[src/rtl/ifla_pkg.sv]
// Shared constants, types and command structs for the index free-list allocator.
package ifla_pkg;

  // Table geometry
  localparam int unsigned CAPACITY = 256;
  localparam int unsigned IDX_W    = $clog2(CAPACITY);
  localparam int unsigned CNT_W    = $clog2(CAPACITY + 1);
  localparam logic [CNT_W-1:0] NULL_LINK = CNT_W'(CAPACITY);

  // Request kinds
  typedef enum logic [1:0] {
    KIND_ALLOC = 2'd0,
    KIND_FREE  = 2'd1,
    KIND_CLEAR = 2'd2,
    KIND_NOP   = 2'd3
  } kind_e;

  // Controller states
  typedef enum logic {
    ST_IDLE = 1'b0,
    ST_POP  = 1'b1
  } state_e;

  // Result status codes
  localparam logic STATUS_OK        = 1'b0;
  localparam logic STATUS_EXHAUSTED = 1'b1;

  // Controller to datapath commands
  typedef struct packed {
    logic rd_head;  // read the head slot's link
    logic pop;      // advance head to the link just read, or to the next index for a never-written slot; emit the beat
    logic push;     // link entry onto head
    logic clear;    // rechain every slot
    logic emit;     // emit a beat that echoes the entry index
    logic exhaust;  // emitted beat is an exhausted allocate
  } ctrl_cmd_t;

  // Datapath to controller status
  typedef struct packed {
    logic empty;
    logic full;
    logic idx_ok;
  } dp_status_t;

endpackage

[src/rtl/ifla_ram.sv]
// Generic single-port RAM with registered read data.
module ifla_ram #(
  parameter int unsigned WIDTH = 8,
  parameter int unsigned DEPTH = 256
) (
  input  logic                     clk_i,
  input  logic                     we_i,
  input  logic [$clog2(DEPTH)-1:0] addr_i,
  input  logic [WIDTH-1:0]         wdata_i,
  output logic [WIDTH-1:0]         rdata_o
);

  logic [WIDTH-1:0] mem_q [DEPTH];
  logic [WIDTH-1:0] rdata_q;

  // Read first port, read data is registered and lands in the cycle after the address
  always_ff @(posedge clk_i) begin
    if (we_i) begin
      mem_q[addr_i] <= wdata_i;
    end
    rdata_q <= mem_q[addr_i];
  end

  assign rdata_o = rdata_q;

endmodule

[src/rtl/ifla_ctrl.sv]
// Request sequencer: decodes the accepted beat into datapath commands.
module ifla_ctrl import ifla_pkg::*; (
  input  logic        clk_i,
  input  logic        rst_ni,
  input  logic        start_i,
  input  kind_e       kind_i,
  input  dp_status_t  status_i,
  output logic        busy_o,
  output ctrl_cmd_t   cmd_o
);

  state_e state_q, state_d;
  logic   accept;

  assign accept = start_i && (state_q == ST_IDLE);
  assign busy_o = (state_q != ST_IDLE);

  // Next state: only a non-empty allocate needs the link read cycle
  always_comb begin
    state_d = state_q;
    unique case (state_q)
      ST_IDLE: begin
        if (accept && (kind_i == KIND_ALLOC) && !status_i.empty) begin
          state_d = ST_POP;
        end
      end
      ST_POP: state_d = ST_IDLE;
      default: state_d = ST_IDLE;
    endcase
  end

  // Command decode
  always_comb begin
    cmd_o = '0;
    unique case (state_q)
      ST_IDLE: begin
        if (accept) begin
          unique case (kind_i)
            KIND_ALLOC: begin
              if (status_i.empty) begin
                cmd_o.emit    = 1'b1;
                cmd_o.exhaust = 1'b1;
              end else begin
                cmd_o.rd_head = 1'b1;
              end
            end
            KIND_FREE: begin
              cmd_o.push = status_i.idx_ok && !status_i.full;
              cmd_o.emit = 1'b1;
            end
            KIND_CLEAR: begin
              cmd_o.clear = 1'b1;
              cmd_o.emit  = 1'b1;
            end
            KIND_NOP: cmd_o.emit = 1'b1;
            default:  cmd_o.emit = 1'b1;
          endcase
        end
      end
      ST_POP:  cmd_o.pop = 1'b1;
      default: cmd_o = '0;
    endcase
  end

  always_ff @(posedge clk_i or negedge rst_ni) begin
    if (!rst_ni) begin
      state_q <= ST_IDLE;
    end else begin
      state_q <= state_d;
    end
  end

endmodule

[src/rtl/ifla_dp.sv]
// Datapath: head, free count, link memory with per-slot written bits, result register.
module ifla_dp import ifla_pkg::*; (
  input  logic             clk_i,
  input  logic             rst_ni,
  input  ctrl_cmd_t        cmd_i,
  input  logic [IDX_W-1:0] entry_index_i,
  output dp_status_t       status_o,
  output logic             result_valid_o,
  output logic [IDX_W-1:0] slot_index_o,
  output logic             result_status_o,
  output logic [CNT_W-1:0] free_count_o
);

  logic [CNT_W-1:0] head_q, head_d;
  logic [CNT_W-1:0] count_q, count_d;
  logic [CAPACITY-1:0] written_q;
  logic             written_rd_q;
  logic             ram_we;
  logic [IDX_W-1:0] ram_addr;
  logic [CNT_W-1:0] ram_rdata;
  logic             valid_q;
  logic [IDX_W-1:0] slot_q, slot_d;
  logic             stat_q, stat_d;
  logic [CNT_W-1:0] cnt_out_q;

  // Status toward the controller
  assign status_o.empty  = (count_q == '0) || (head_q >= NULL_LINK);
  assign status_o.full   = (count_q == NULL_LINK);
  assign status_o.idx_ok = ({1'b0, entry_index_i} < NULL_LINK);

  // Link memory: write on push, otherwise read at the head slot
  assign ram_we   = cmd_i.push;
  assign ram_addr = cmd_i.push ? entry_index_i : head_q[IDX_W-1:0];

  ifla_ram #(
    .WIDTH (CNT_W),
    .DEPTH (CAPACITY)
  ) u_link_ram (
    .clk_i   (clk_i),
    .we_i    (ram_we),
    .addr_i  (ram_addr),
    .wdata_i (head_q),
    .rdata_o (ram_rdata)
  );

  // Head and count update; a never-written slot links to the next index
  always_comb begin
    head_d  = head_q;
    count_d = count_q;
    if (cmd_i.clear) begin
      head_d  = '0;
      count_d = NULL_LINK;
    end else if (cmd_i.push) begin
      head_d  = CNT_W'(entry_index_i);
      count_d = count_q + CNT_W'(1);
    end else if (cmd_i.pop) begin
      head_d  = written_rd_q ? ram_rdata : (head_q + CNT_W'(1));
      count_d = count_q - CNT_W'(1);
    end
  end

  // Result beat contents
  always_comb begin
    slot_d = entry_index_i;
    stat_d = STATUS_OK;
    if (cmd_i.pop) begin
      slot_d = head_q[IDX_W-1:0];
    end else if (cmd_i.exhaust) begin
      slot_d = '0;
      stat_d = STATUS_EXHAUSTED;
    end
  end

  // Control registers
  always_ff @(posedge clk_i or negedge rst_ni) begin
    if (!rst_ni) begin
      head_q    <= '0;
      count_q   <= NULL_LINK;
      written_q <= '0;
      valid_q   <= 1'b0;
    end else begin
      head_q  <= head_d;
      count_q <= count_d;
      valid_q <= cmd_i.emit || cmd_i.pop;
      if (cmd_i.clear) begin
        written_q <= '0;
      end else if (cmd_i.push) begin
        written_q[entry_index_i] <= 1'b1;
      end
    end
  end

  // Payload registers
  always_ff @(posedge clk_i) begin
    if (cmd_i.rd_head) begin
      written_rd_q <= written_q[head_q[IDX_W-1:0]];
    end
    if (cmd_i.emit || cmd_i.pop) begin
      slot_q    <= slot_d;
      stat_q    <= stat_d;
      cnt_out_q <= count_d;
    end
  end

  assign result_valid_o  = valid_q;
  assign slot_index_o    = slot_q;
  assign result_status_o = stat_q;
  assign free_count_o    = cnt_out_q;

endmodule

[src/rtl/index_free_list_allocator.sv]
// Top level of the index free-list allocator.
//
// Hands out slot indexes 0..255 from a linked free list and takes them back.
// A request beat is taken when start is high and busy is low. Free, clear and
// no-op requests end in the cycle they are taken, as does an allocate from an
// empty list; other allocates also pass through the pop state, since the head
// slot's link comes out of a RAM with a registered read port, and busy is high
// in that state. The result beat shows on the result ports for exactly one
// cycle, marked by result_valid_o, in the cycle after the request ends; the
// receiver cannot stall it. Clear rechains all slots at once, with no sweep.
// An empty allocate answers status 1 and slot 0. A double free is not detected.
module index_free_list_allocator import ifla_pkg::*; (
  input  logic             clk_i,
  input  logic             rst_ni,
  input  logic             start,
  input  logic [1:0]       kind_i,
  input  logic [IDX_W-1:0] entry_index_i,
  output logic             busy,
  output logic             result_valid_o,
  output logic [IDX_W-1:0] slot_index_o,
  output logic             status_o,
  output logic [CNT_W-1:0] free_count_o
);

  ctrl_cmd_t  cmd;
  dp_status_t dp_status;
  kind_e      kind;

  assign kind = kind_e'(kind_i);

  ifla_ctrl u_ctrl (
    .clk_i    (clk_i),
    .rst_ni   (rst_ni),
    .start_i  (start),
    .kind_i   (kind),
    .status_i (dp_status),
    .busy_o   (busy),
    .cmd_o    (cmd)
  );

  ifla_dp u_dp (
    .clk_i           (clk_i),
    .rst_ni          (rst_ni),
    .cmd_i           (cmd),
    .entry_index_i   (entry_index_i),
    .status_o        (dp_status),
    .result_valid_o  (result_valid_o),
    .slot_index_o    (slot_index_o),
    .result_status_o (status_o),
    .free_count_o    (free_count_o)
  );

endmodule
[config.mk]
export PLATFORM = sky130hd
export DESIGN_NAME = index_free_list_allocator
export DESIGN_NICKNAME = d
export VERILOG_FILES = /design/src/rtl/ifla_pkg.sv /design/src/rtl/ifla_ram.sv /design/src/rtl/ifla_ctrl.sv /design/src/rtl/ifla_dp.sv /design/src/rtl/index_free_list_allocator.sv
export SDC_FILE = /design/constraint.sdc
export NUM_CORES = 2
export LEC_CHECK = 0
export BUFFER_PORTS_ARGS = -buffer_cell sky130_fd_sc_hd__buf_4
export CORE_ASPECT_RATIO = 1.75
export CORE_MARGIN = 4
export CORE_UTILIZATION = 40
export CTS_BUF_LIST = sky130_fd_sc_hd__clkbuf_8
export CTS_CLUSTER_SIZE = 40
export DETAILED_ROUTE_END_ITERATION = 7
export GPL_ROUTABILITY_DRIVEN = 1
export PLACE_DENSITY = 0.55
export SLEW_MARGIN = 20
export SYNTH_ARGS = -nofsm -noshare
export SYNTH_HDL_FRONTEND = slang
export SYNTH_SLANG_ARGS = --single-unit
[constraint.sdc]
create_clock -name clk_i -period 7.7 [get_ports clk_i]
set_input_delay 0.77 -clock clk_i [delete_from_list [all_inputs] [get_ports clk_i]]
set_output_delay 0.77 -clock clk_i [all_outputs]
set_load 0.01 [all_outputs]
* Word level (Yosys, flattened, before mapping) *
Memory sizes are Yosys's and may differ from the RTL's. A register that Yosys moved wholly into a read port is not among the register bits.
Index checks and enable logic that the tools add are counted.

word-level totals
  register bits = 295
  RAM bits = 2304
  input bits = 13
  output and inout port bits = 20
  word-level logic and storage cells = 69
  memories = 1

memory list
  memory                 words  width  read ports  clocked after memory_dff  wr ports  RTL line        RTL
  u_dp.u_link_ram.mem_q  256    9      1           1                         1         ifla_ram.sv:13  logic [WIDTH-1:0] mem_q [DEPTH];

operators by class
  $add $sub $neg = 3
  $lt $le $gt $ge = 4
  equal/unequal tests = 4
  multiplexer cells = 33
  bitwise logic cells = 2
  reduce and logical (&&, ||, !) cells = 13

operators by type and width
  cell                                                               count
  two-way mux 256 bit                                                2
  OR 256 bit                                                         1
  two-way mux 9 bit                                                  7
  two-way mux 8 bit                                                  3
  adder 9 x 1 -> 9 bit, second input constant                        2
  < comparator 8 x 9 -> 1 bit, second input constant                 2
  two-way mux 1 bit                                                  14
  == test 9 bit, second input constant                               1
  greater-or-equal comparator 9 bit, second input constant           1
  zero test 9 bit                                                    1
  subtractor 9 x 1 -> 9 bit, second input constant                   1
  binary-select mux 1 bit (select 8 bit)                             1
  demux 1 bit (select 8 bit)                                         1
  greater-or-equal comparator 8 x 1 -> 1 bit, second input constant  1
  two-way mux 4 bit                                                  2
  == test 2 bit, second input constant                               2
  logical AND 1 bit                                                  4
  one-hot mux 1 bit (2 select lines)                                 2
  nonzero test 3 bit                                                 1
  OR reduction 3 bit                                                 1
  == test 2 x 1 -> 1 bit, second input constant                      1
  zero test 1 bit                                                    2
  zero test 2 bit                                                    1
  logical OR 1 bit                                                   2
  3 further kinds                                                    3

* Longest topological paths before layout *
  depth after elaboration = 8
  gate-level depth with buffers = 17
  mapped depth without buffers = 11

* Cells and area by module *
A second synthesis with hierarchy kept.

second synthesis, totals
  cell total of the unflattened synthesis = 5271
  area, all modules = 101682.5 um^2

by module, submodules not included
  module     times used  cells each  area an instance (um^2)  sequential area each (um^2)
  ifla_ram   1           3945        88016.9                  69366.5
  ifla_dp    1           1315        13560.5                  7453.4
  ifla_ctrl  1           11          105.1                    25.0

* Least setup slack after synthesis *
OpenSTA, ideal clock, no wires.

  kind = register to register
  start = register u_dp.head_q[0]
  end = register u_dp.written_rd_q, data pin
  setup time = 272 ps
  arrival time = 6049 ps
  data required time = 7428 ps
  setup slack = 1379 ps
  cell stages (with the launch flop) = 7
  path buffers = 2
  clock period less this slack = 6321 ps
  cell sequence = dfrtp_1 > buf_2 > buf_2 > mux4_2 > mux4_2 > mux4_2 > mux4_2

between the ends
  cells in the longest elaborated chain, start to end = 2

ends and longest elaborated chain
  element                                  RTL line       RTL
  start, declared                          ifla_dp.sv:14  logic [CNT_W-1:0] head_q, head_d;
  start signal, assigned                   ifla_dp.sv:77  head_q <= '0;
  start signal, assigned                   ifla_dp.sv:82  head_q <= head_d;
  binary-select mux 1 bit (select 8 bit)   ifla_dp.sv:96  written_rd_q <= written_q[head_q[IDX_W-1:0]];
  two-way mux 1 bit (not written as such)  ifla_dp.sv:96
  end signal, assigned                     ifla_dp.sv:96
  end, declared                            ifla_dp.sv:17  logic written_rd_q;

No other way between the ends. The select of a mux whose other input is x is not followed.
A chain may end at the register's enable or synchronous reset.

* Worst setup path in the final report *
  start = register u_dp.count_q[0]
  end = register u_dp.u_link_ram.rdata_q[4] (netlist: u_dp.u_link_ram.rdata_o[4]) (read register of u_dp.u_link_ram.mem_q)

between the ends
  cells in the longest elaborated chain, start to end = 6

ends and longest elaborated chain
  element                 RTL line         RTL
  start, declared         ifla_dp.sv:15    logic [CNT_W-1:0] count_q, count_d;
  start signal, assigned  ifla_dp.sv:83    count_q <= count_d;
  == test 9 bit           ifla_dp.sv:28    assign status_o.full = (count_q == NULL_LINK);
  zero test 1 bit         ifla_ctrl.sv:48  cmd_o.push = status_i.idx_ok && !status_i.full;
  two-way mux 1 bit       ifla_ctrl.sv:38  unique case (kind_i)
  two-way mux 4 bit       ifla_ctrl.sv:37  if (accept) begin
  two-way mux 4 bit       ifla_ctrl.sv:35  unique case (state_q)
  two-way mux 8 bit       ifla_dp.sv:33    assign ram_addr = cmd_i.push ? entry_index_i : head_q[IDX_W-1:0];
  end, declared           ifla_ram.sv:14   logic [WIDTH-1:0] rdata_q;

No other way between the ends.

==> impl_metrics.ini <==
[power_and_ir_drop]
power.density_nw_per_um2 = 342
p_leak_nw = 39.5
internal_power_mw = 24.9
clockPowerShare_pct = 26.6
p_sw_share_pct = 36.8
combPwrFrac_pct = 29.1
seq_power_share_pct = 44.3
total_power_mw = 39.5
vdd_drop_max_uv = 265
switchingPower_mw = 14.5

[sta]
finalWorstSetupSlack_ns = 1.59
finalHoldViolCount = 0
whs_ns = 0.206
fmaxAchievable_mhz = 164
slew_violations = 0
setup_viol = 0
rsz0062_at_grt = false
worstMarginPinSlew_ns = 1.25
finalCriticalPeriod_ns = 6.11
max-slew-margin-rel_pct = 16.9
finalSetupTns_ns = 0
fin_skew_ns = 0.0545
timing.final.crit_share_pct = 79.3

[clock_network]
htreeDepth = 5
cts_tree = built
cts_num_sinks = 2608
cts_setup_buffers = 0
ctsLongestPathBuffers = 4
clk_pin_slew_worst_paths_ns = 0.07
clk_latency_ns = 0.99
cts_resized = 0
cts-root-buf = clkbuf_8
numCtsBuffers = 365

[place]
gp_congestion = 0.913
port_buffers = 32
post-place-ws_ns = 1.25
dpl-instance-area_um2 = 108000
dp.cells = 11000
hpwl_um = 206000

[setup_path]
path_cells = inv_1 -> ha_1 -> nor4bb_2 -> buf_4 -> a31o_4 -> a21o_4 -> buf_4 -> buf_4 -> mux2i_1 -> a32oi_1 -> nand4_1 -> nand4_1 -> nor4_1 -> buf_4 -> nand3_1
worstSetupEndpointType = flip-flop
cp_data_arrival_time_ns = 6.97
critPathRequiredTime_ns = 8.56
crit_fanout = 44
cpPeakStageDelay_ns = 0.98
critPathLaunchType = flip-flop
path_class = reg2reg
cp_common_cell = buf_4
critPathSlowestCell = nor4_1

[global_routing]
overflow = 0
grt_pass1_wl_um = 476000
grt_usage_pct = 24.3
grt_antenna_before_repair = 8
grt_pass1_vias = 67000
grt_max_degree = 221

[final_layout]
instances_no_fill = 11600
drive_above_1_share_pct = 11.2
final_nets = 7993
stdcell_area_um2 = 115000
synthToLayoutAreaGrowth_pct = 11.1
fillCellCount = 23400
utilization_pct = 44.6

[die]
die_height_um = 682
num_rows = 247
core_um2 = 258000
ios = 33
die_x_um = 393
start_util_pct = 40.2
fp.dieArea_um2 = 268000

[synth]
ys.flop_type = edfxtp_1
synth_top_area_cell = edfxtp_1
netlist_top_cells_area = edfxtp_1 (67%), nand2_1 (6.9%), dfrtp_1 (6.6%), a21oi_1 (2.9%), nand3_1 (2.6%)
synth_common_cells = edfxtp_1 (2323), nand2_1 (1897), a21oi_1 (591)
ys_seq_elements = 2608
synthCells = 7896
yosysSeqAreaShare_pct = 74.1
netlist-cell-type-count = 80
synth_top_area_share_pct = 67.2
async_flop_share_pct = 10.6
syn_nets = 7913
synth-edff-count = 2323
yosysWarningCount = 0
yosysMostFrequentCell = edfxtp_1
syn-cell-area_um2 = 104000
post_synth.cell_area_avg_um2 = 13.1

[routing]
vias = 67100
wl_per_cell_um = 28.6
viasPerCell = 5.78
routed_wl_um = 332000
remaining_drc_errors = 0
ant_nets = 0
drtPass1Iterations = 6
drt_iter0_markers = 7111

[min_path]
hold_path.class = in2reg

[run_status]
outcome = finished, final reports clean

[flow_run]
cap_violations = 0
-- worst max-delay path: cells and delay by family (launching register included) --
family,cells,cell delay [ns]
AND/OR/NAND/NOR,5,1.96
AO/OA/AOI/OAI,3,1.61
buffers and inverters,5,1.53
flip-flops,1,0.43
multiplexers,1,0.25
adder cells (fa/ha/maj),1,0.16
-- layout by cell type (no fill, tap or decap), types with 8 or more instances in the layout --
master | synthesis | final
edfxtp_1 | 2323 | 2323
nand2_1 | 1897 | 1897
a21oi_1 | 591 | 587
nor2_1 | 588 | 552
nand3_1 | 532 | 530
clkbuf_8 | 0 | 393
dfrtp_1 | 275 | 266
buf_4 | 7 | 228
a31oi_1 | 199 | 199
nand4_1 | 173 | 173
inv_1 | 42 | 152
a32oi_1 | 137 | 137
mux4_2 | 86 | 86
a211oi_1 | 75 | 74
a22oi_1 | 69 | 69
clkinv_1 | 1 | 67
mux2i_1 | 59 | 53
clkinv_2 | 0 | 43
nor2_2 | 1 | 36
nor3_1 | 36 | 26
o221ai_1 | 26 | 26
buf_12 | 1 | 26
o22ai_1 | 23 | 23
nor4_1 | 24 | 20
bufinv_16 | 0 | 17
o21ai_0 | 16 | 16
nand2b_1 | 15 | 15
a311oi_1 | 10 | 10
a221oi_1 | 10 | 10
clkinvlp_4 | 0 | 9
dfrtp_4 | 0 | 9
dfxtp_1 | 9 | 9
nor3_2 | 0 | 8
a222oi_1 | 8 | 8
a21o_1 | 11 | 8
and3_1 | 8 | 8
-- worst paths after layout --
kind	slack, ns	from	end	depth (start not counted)
hold / removal	0.21	entry_index_i[6]	u_dp.head_q[6]	3
setup reg to reg	1.59	u_dp.count_q[0]	u_dp.u_link_ram.rdata_o[4]	15
min in group asynchronous	0.40	rst_ni	u_dp.written_q[40]	2
max in group asynchronous	5.69	rst_ni	u_dp.head_q[0]	4
hold reg to reg	0.49	u_dp.written_q[26]	u_dp.written_q[26]	2
setup / recovery	1.59	u_dp.count_q[0]	u_dp.u_link_ram.rdata_o[4]	15
-- sequential cells by signal, indices dropped and copies added (netlist names) --
signal	flops
u_dp.u_link_ram.mem_q	2304
u_dp.written_q	256
u_dp.count_q	9
u_dp.free_count_o	9
u_dp.head_q	9
u_dp.u_link_ram.rdata_o	9
u_dp.slot_index_o	8
u_ctrl.busy_o	1
u_dp.result_status_o	1
u_dp.result_valid_o	1
u_dp.written_rd_q	1
-- timing repair --
action                                  CTS  global route
endpoints found under the hold margin    85             0
endpoints found under the setup margin    0             0
hold buffers                              3             0
-- power by group through the flow --
| stage | combinational (mW) | clock (mW) | sequential [mW] |
|---|---|---|---|
| CTS | 11.5 | 10.7 | 17.5 |
| finish | 11.5 | 10.5 | 17.5 |
| global placement | 11.3 | 0 | 17.8 |
| floorplan | 5.79 | 0 | 18.5 |
| global route | 12.1 | 11.3 | 17.5 |
| detailed placement | 11.5 | 0 | 17.8 |
-- layout make-up --
class	count	area (um^2)	share of cell area, %
clock buffers	393	5410	4.69
diodes	6	15.0	0.0130
multi-input cells	4696	24800	21.5
flip-flops and latches	2608	76900	66.7
repair buffers	261	2360	2.05
inverters	44	165	0.143
well taps	3361	4210	3.65
clock inverters	248	1480	1.29
-- cell families after synthesis --
logic type	Yosys count	synth area share, %
simple gates	3298	13.3
flops	2608	74.1
compound gates	1227	7.51
buf+inv	592	2.47
mux	156	2.56
xor+xnor	11	0.0928
fa+ha+maj	4	0.0482
-- routing by layer --
metal | vias to the layer above | track usage, % | part of all wire (%)
li1 | 29300 | - | -
met1 | 34300 | 27.5 | 35
met2 | 2762 | 43.5 | 52
met3 | 750 | 3.29 | 5.8
met4 | 6 | 14.6 | 7.0
met5 | - | 0 | 0.011
Note: power is estimated with default switching activity, not from simulation.
